## src/rtl/tgr_pkg.sv

```systemverilog
// tgr_pkg: shared types and constants of the triangle gradient rows unit
// word layouts of both channels, the front-to-back queue entry, fixed widths
// no dependencies
`default_nettype none

package tgr_pkg;

	localparam int FRAC_BITS_DEF   = 16;
	localparam int COUNT_WIDTH_DEF = 32;

	localparam int VEC_W  = 33;   // vertex difference
	localparam int MUL_W  = 35;   // multiplier operand
	localparam int PROD_W = 2 * MUL_W;
	localparam int LEN_W  = 34;   // frame length
	localparam int RAD_W  = 2 * LEN_W;
	localparam int DEN_W  = 68;   // l * y
	localparam int ACC_W  = 100;

	localparam logic signed [63:0] SAT_MAX = 64'sh7FFF_FFFF_FFFF_FFFF;
	localparam logic signed [63:0] SAT_MIN = 64'sh8000_0000_0000_0000;

	typedef struct packed {
		logic signed [31:0] ax;
		logic signed [31:0] ay;
		logic signed [31:0] az;
		logic signed [31:0] bx;
		logic signed [31:0] by_coord;
		logic signed [31:0] bz;
		logic signed [31:0] cx;
		logic signed [31:0] cy;
		logic signed [31:0] cz;
		logic signed [31:0] prior_a;
		logic signed [31:0] prior_b;
		logic signed [31:0] prior_c;
	} tgr_in_t;

	typedef struct packed {
		logic               axis;
		logic signed [63:0] grad_a;
		logic signed [63:0] grad_b;
		logic signed [63:0] grad_c;
		logic signed [63:0] row_target;
		logic [62:0]        tri_area;
		logic               degenerate;
		logic               last;
		logic [31:0]        valid_total;
		logic [31:0]        skipped_total;
	} tgr_out_t;

	typedef struct packed {
		logic signed [VEC_W-1:0] e0;
		logic signed [VEC_W-1:0] e1;
		logic signed [VEC_W-1:0] e2;
		logic signed [VEC_W-1:0] f0;
		logic signed [VEC_W-1:0] f1;
		logic signed [VEC_W-1:0] f2;
		logic signed [31:0]      p0;
		logic signed [31:0]      p1;
		logic signed [31:0]      p2;
	} tgr_ent_t;

endpackage

`default_nettype wire

```

## src/rtl/tgr_front.sv

```systemverilog
// tgr_front: accepts triangle words, forms edge vectors, two-entry queue
// depends on tgr_pkg
`default_nettype none

module tgr_front import tgr_pkg::*; (
	input  wire logic     clk,
	input  wire logic     arst_n,
	input  wire logic     in_valid,
	output logic          in_stall,
	input  wire tgr_in_t  in_word,
	output logic          ent_valid,
	output tgr_ent_t      ent,
	input  wire logic     pop
);

	tgr_ent_t   q_mem [2];
	logic       wr_ptr_q;
	logic       rd_ptr_q;
	logic [1:0] count_q;
	logic       push;
	tgr_ent_t   new_ent;

	assign in_stall  = (count_q == 2'd2);
	assign push      = in_valid && !in_stall;
	assign ent_valid = (count_q != 2'd0);
	assign ent       = q_mem[rd_ptr_q];

	always_comb begin
		new_ent.e0 = {in_word.bx[31], in_word.bx} - {in_word.ax[31], in_word.ax};
		new_ent.e1 = {in_word.by_coord[31], in_word.by_coord} - {in_word.ay[31], in_word.ay};
		new_ent.e2 = {in_word.bz[31], in_word.bz} - {in_word.az[31], in_word.az};
		new_ent.f0 = {in_word.cx[31], in_word.cx} - {in_word.ax[31], in_word.ax};
		new_ent.f1 = {in_word.cy[31], in_word.cy} - {in_word.ay[31], in_word.ay};
		new_ent.f2 = {in_word.cz[31], in_word.cz} - {in_word.az[31], in_word.az};
		new_ent.p0 = in_word.prior_a;
		new_ent.p1 = in_word.prior_b;
		new_ent.p2 = in_word.prior_c;
	end

	always_ff @(posedge clk) begin
		if (push) begin
			q_mem[wr_ptr_q] <= new_ent;
		end
	end

	always_ff @(posedge clk or negedge arst_n) begin
		if (!arst_n) begin
			wr_ptr_q <= 1'b0;
			rd_ptr_q <= 1'b0;
			count_q  <= 2'd0;
		end else begin
			if (push) begin
				wr_ptr_q <= !wr_ptr_q;
			end
			if (pop) begin
				rd_ptr_q <= !rd_ptr_q;
			end
			if (push && !pop) begin
				count_q <= count_q + 2'd1;
			end else if (pop && !push) begin
				count_q <= count_q - 2'd1;
			end
		end
	end

endmodule

`default_nettype wire

```

## config.mk

```make
export PLATFORM = sky130hd
export DESIGN_NAME = tgr_front
export DESIGN_NICKNAME = d
export VERILOG_FILES = /design/src/rtl/tgr_pkg.sv /design/src/rtl/tgr_front.sv
export SDC_FILE = /design/constraint.sdc
export NUM_CORES = 1
export LEC_CHECK = 0
export BUFFER_PORTS_ARGS = -buffer_cell sky130_fd_sc_hd__buf_2
export CAP_MARGIN = 30
export CORE_AREA = 2 2 266 268
export CTS_BUF_LIST = sky130_fd_sc_hd__clkbuf_2 sky130_fd_sc_hd__clkbuf_4 sky130_fd_sc_hd__clkbuf_8
export DETAILED_ROUTE_END_ITERATION = 12
export DIE_AREA = 0 0 268 270
export GPL_TIMING_DRIVEN = 1
export HOLD_SLACK_MARGIN = 0.12
export PLACE_DENSITY_LB_ADDON = 0.12
export SYNTH_ARGS = -nofsm -noshare
export SYNTH_HDL_FRONTEND = slang
export SYNTH_SLANG_ARGS = --single-unit
```

## constraint.sdc

```tcl
create_clock -name clk -period 18.6 [get_ports clk]
set_input_delay 0 -clock clk [delete_from_list [all_inputs] [get_ports clk]]
set_output_delay 0 -clock clk [all_outputs]
set_load 0.1 [all_outputs]
```

==> summary.txt <==
Clock tree
  – CTS sink cnt: 592
  – CTS HTree Levels: 3
  – Worst skew pair latency: 0.71 ns
  – CTS Buf Count: 101
  – Clk root buf: clkbuf_8
  – Clock transition at the registers of the reported paths: 0.06 ns
  – CTS tree: built
  – CTS Buffer Depth: 3

Setup path
  – Most used cell, CP: dlygate4sd3_1
  – Slowest stage delay, CP: 0.61 ns
  – Crit Path Class: primary input to register
  – CP top delay family: buffers and inverters
  – Worst Setup End Kind: register
  – Slowest stage cell, crit path: dlygate4sd3_1
  – Nature of the critical path startpoint: primary input
  – Crit-path cells: dlygate4sd3_1 -> buf_2 -> inv_1 -> ha_1 -> dlygate4sd3_1 -> o21ai_1 -> a21oi_1 -> o41a_1 -> a221o_1 -> a21oi_2 -> o21ai_1 -> a21oi_1 -> dlygate4sd3_1 -> xnor2_1 -> dlygate4sd3_1
  – Critical Path AT: 4.76 ns
  – Worst path required time: 19.04 ns
  – Worst path bufs/invs: 6
  – Crit path max fanout: 4

Cells and area
  – Area Growth Syn to Fin: 44.4%
  – Fillers: 5294
  – Non-Filler Instances: 4798
  – Final net count: 4355
  – Commonest non-fill, non-tap cell in the layout: dlygate4sd3_1
  – Layout cells sized above 1: 30.7%
  – Final core occ: 64.3%
  – Commonest cells after routing, fill and taps aside: 688 x dlygate4sd3_1, 683 x buf_2, 588 x edfxtp_1

Pwr
  – Lkg Pwr: 0.0185 µW
  – VDD IR-drop max: 195 µV
  – Pwr Density: 163 mW/mm²

STA
  – TNS Setup: 0 ns
  – Worst slew margin: 36.3%
  – RSZ-0062 raised after global routing: false
  – Final Setup Violations: 0
  – Layout Skew: 0.0344 ns
  – Worst-margin pin slew: 0.956 ns
  – Fin crit period: 4.31 ns
  – Slew Viols, Final: 0
  – Fmax: 232 MHz
  – Worst hold slack: 0.176 ns
  – Final Cycle Share: 23.2%
  – Final hold violation count: 0
  – Final worst setup slack: 14.29 ns

GRT
  – Pin count of the biggest net entering global routing: 150
  – Vias in the first global route: 26000
  – First-pass GRT wire length: 142 mm
  – Grt ovf: 0
  – Initial antenna violation count: 9
  – All-Layer GR Usage: 25.4%

Floorplan
  – Die span in x: 268 µm
  – Initial Utilization: 44.5%
  – Core box area: 0.0695 mm²
  – Die ar.: 0.0724 mm²
  – Row count: 97
  – Die Y: 270 µm
  – Top Ports: 684

Yosys
  – EDFF count, synth: 588
  – Ys flop type: edfxtp_1
  – Post-Syn Instances: 2326
  – Netlist cell types: 75
  – Asr flop ratio synth: 0.676%
  – Post-Syn Nets: 2913
  – Synth Cell Area: 0.0310 mm²
  – Synth Register Bits: 592
  – Avg Inst Size Synth: 13.3 µm²
  – Sequential area share after synthesis: 57.4%
  – Ys Warns: 0

Placed design
  – Port bufs: 683
  – Placed Cells: 3914
  – Pre-CTS setup slack: 14.51 ns
  – Hpwl dp: 64.6 mm
  – RePlAce Congestion: 0.914

Drt
  – Iter 0 DRT Violations: 1453
  – Drt total wl: 95.1 mm
  – Post-route ant nets: 0
  – Drt drc: 0
  – Via Count: 24800
  – Routed wire per std cell: 19.8 µm
  – Pre-antenna DRT Iters: 7
  – DR vias/cell: 5.18

Worst hold path
  – HP Class: primary input to register

Run status
  – Outcome: completed

Run
  – Max-cap viol count: 0
==> worst paths after layout <==
check	slack [ns]	endpoint	start	cells past startpoint
setup / recovery	14.29	q_mem[0][124]	in_word[291]	15
hold / removal	0.18	q_mem[0][241]	in_word[332]	5
setup reg to reg	14.50	q_mem[0][99]	count_q[0]	6
hold reg to reg	0.50	count_q[1]	count_q[1]	1
max in group asynchronous	18.15	rd_ptr_q	arst_n	3
min in group asynchronous	0.22	wr_ptr_q	arst_n	3
==> state kept, by name (all words and copies together) (netlist names) <==
register and count:
q_mem 588, count_q 2, rd_ptr_q 1, wr_ptr_q 1
==> worst min-delay path, stage by stage <==
cell and delay (ns):
buf_2 0.10, inv_1 0.10, ha_1 0.23, a21oi_1 0.09, xnor2_1 0.17
==> logic make-up (layout without fill, tap and decap cells) <==
group / count (synthesis) / count (layout) / synth area share, %
XOR/XNOR: 169 / 169 / 4.78
adder cells (fa/ha/maj): 199 / 199 / 8.19
flip-flops: 592 / 592 / 57.4
AO/OA/AOI/OAI: 494 / 494 / 10.5
other: 0 / 10 / 0
AND/OR/NAND/NOR: 366 / 366 / 5.92
buffers and inverters: 210 / 1732 / 2.55
multiplexers: 296 / 296 / 10.8
==> timing repair <==
item,in CTS,in global routing
hold endpoints to repair,690,0
buffers inserted,0,0
hold buffers,688,0
resized for setup,0,0
==> cell usage after synthesis, drive strengths merged, types with 31 or more instances <==
| library cell | n | area [µm²] |
|---|---|---|
| o21ai | 86 | 430 |
| nor2 | 90 | 338 |
| nand3 | 38 | 190 |
| a21o | 81 | 609 |
| clkbuf | 48 | 180 |
| mux2 | 294 | 3310 |
| inv | 161 | 604 |
| edfxtp | 588 | 17700 |
| xnor2 | 115 | 1010 |
| a21oi | 160 | 808 |
| xor2 | 54 | 473 |
| ha | 193 | 2410 |
| nand2b | 31 | 194 |
| nand2 | 78 | 293 |
==> layout make-up <==
| class | instances | area (µm²) | area share (%) |
|---|---|---|---|
| Sequential cell | 592 | 17800 | 39.7 |
| Clock inverter | 57 | 569 | 1.27 |
| Antenna cell | 10 | 25.0 | 0.0560 |
| Inverter | 161 | 604 | 1.35 |
| Tap cell | 940 | 1180 | 2.63 |
| Clock buffer | 126 | 1580 | 3.53 |
| Timing Repair Buffer | 1388 | 10600 | 23.6 |
| Multi-Input combinational cell | 1524 | 12400 | 27.8 |
==> metrics by stage <==
| stage | instance area [µm²] | total power, µW |
|---|---|---|
| global route | 44700 | 7520 |
| global placement | 35500 | 5800 |
| detailed placement | 35600 | 5840 |
| finish | 44700 | 7280 |
| CTS | 44600 | 7280 |
| floorplan | 31000 | 5260 |
==> metal layers <==
layer	part of all wire, %	up-vias	wire length, µm	GRT usage (%)
met3	7.6	228	7260	6.85
met5	0.014	-	13	0
met4	4.5	2	4290	12.2
li1	-	11700	-	-
met2	50	870	47900	45.1
met1	37	12000	35600	27.8
==> power breakdown <==
part	switching, µW	internal, µW	total, µW	leakage [µW]
combinational	3150	887	4040	0.0119
clock	560	694	1250	0.00113
sequential	83.7	1900	1980	0.00550
total	3800	3480	7280	0.0185
No activity file was read; power rests on OpenSTA's default activity.
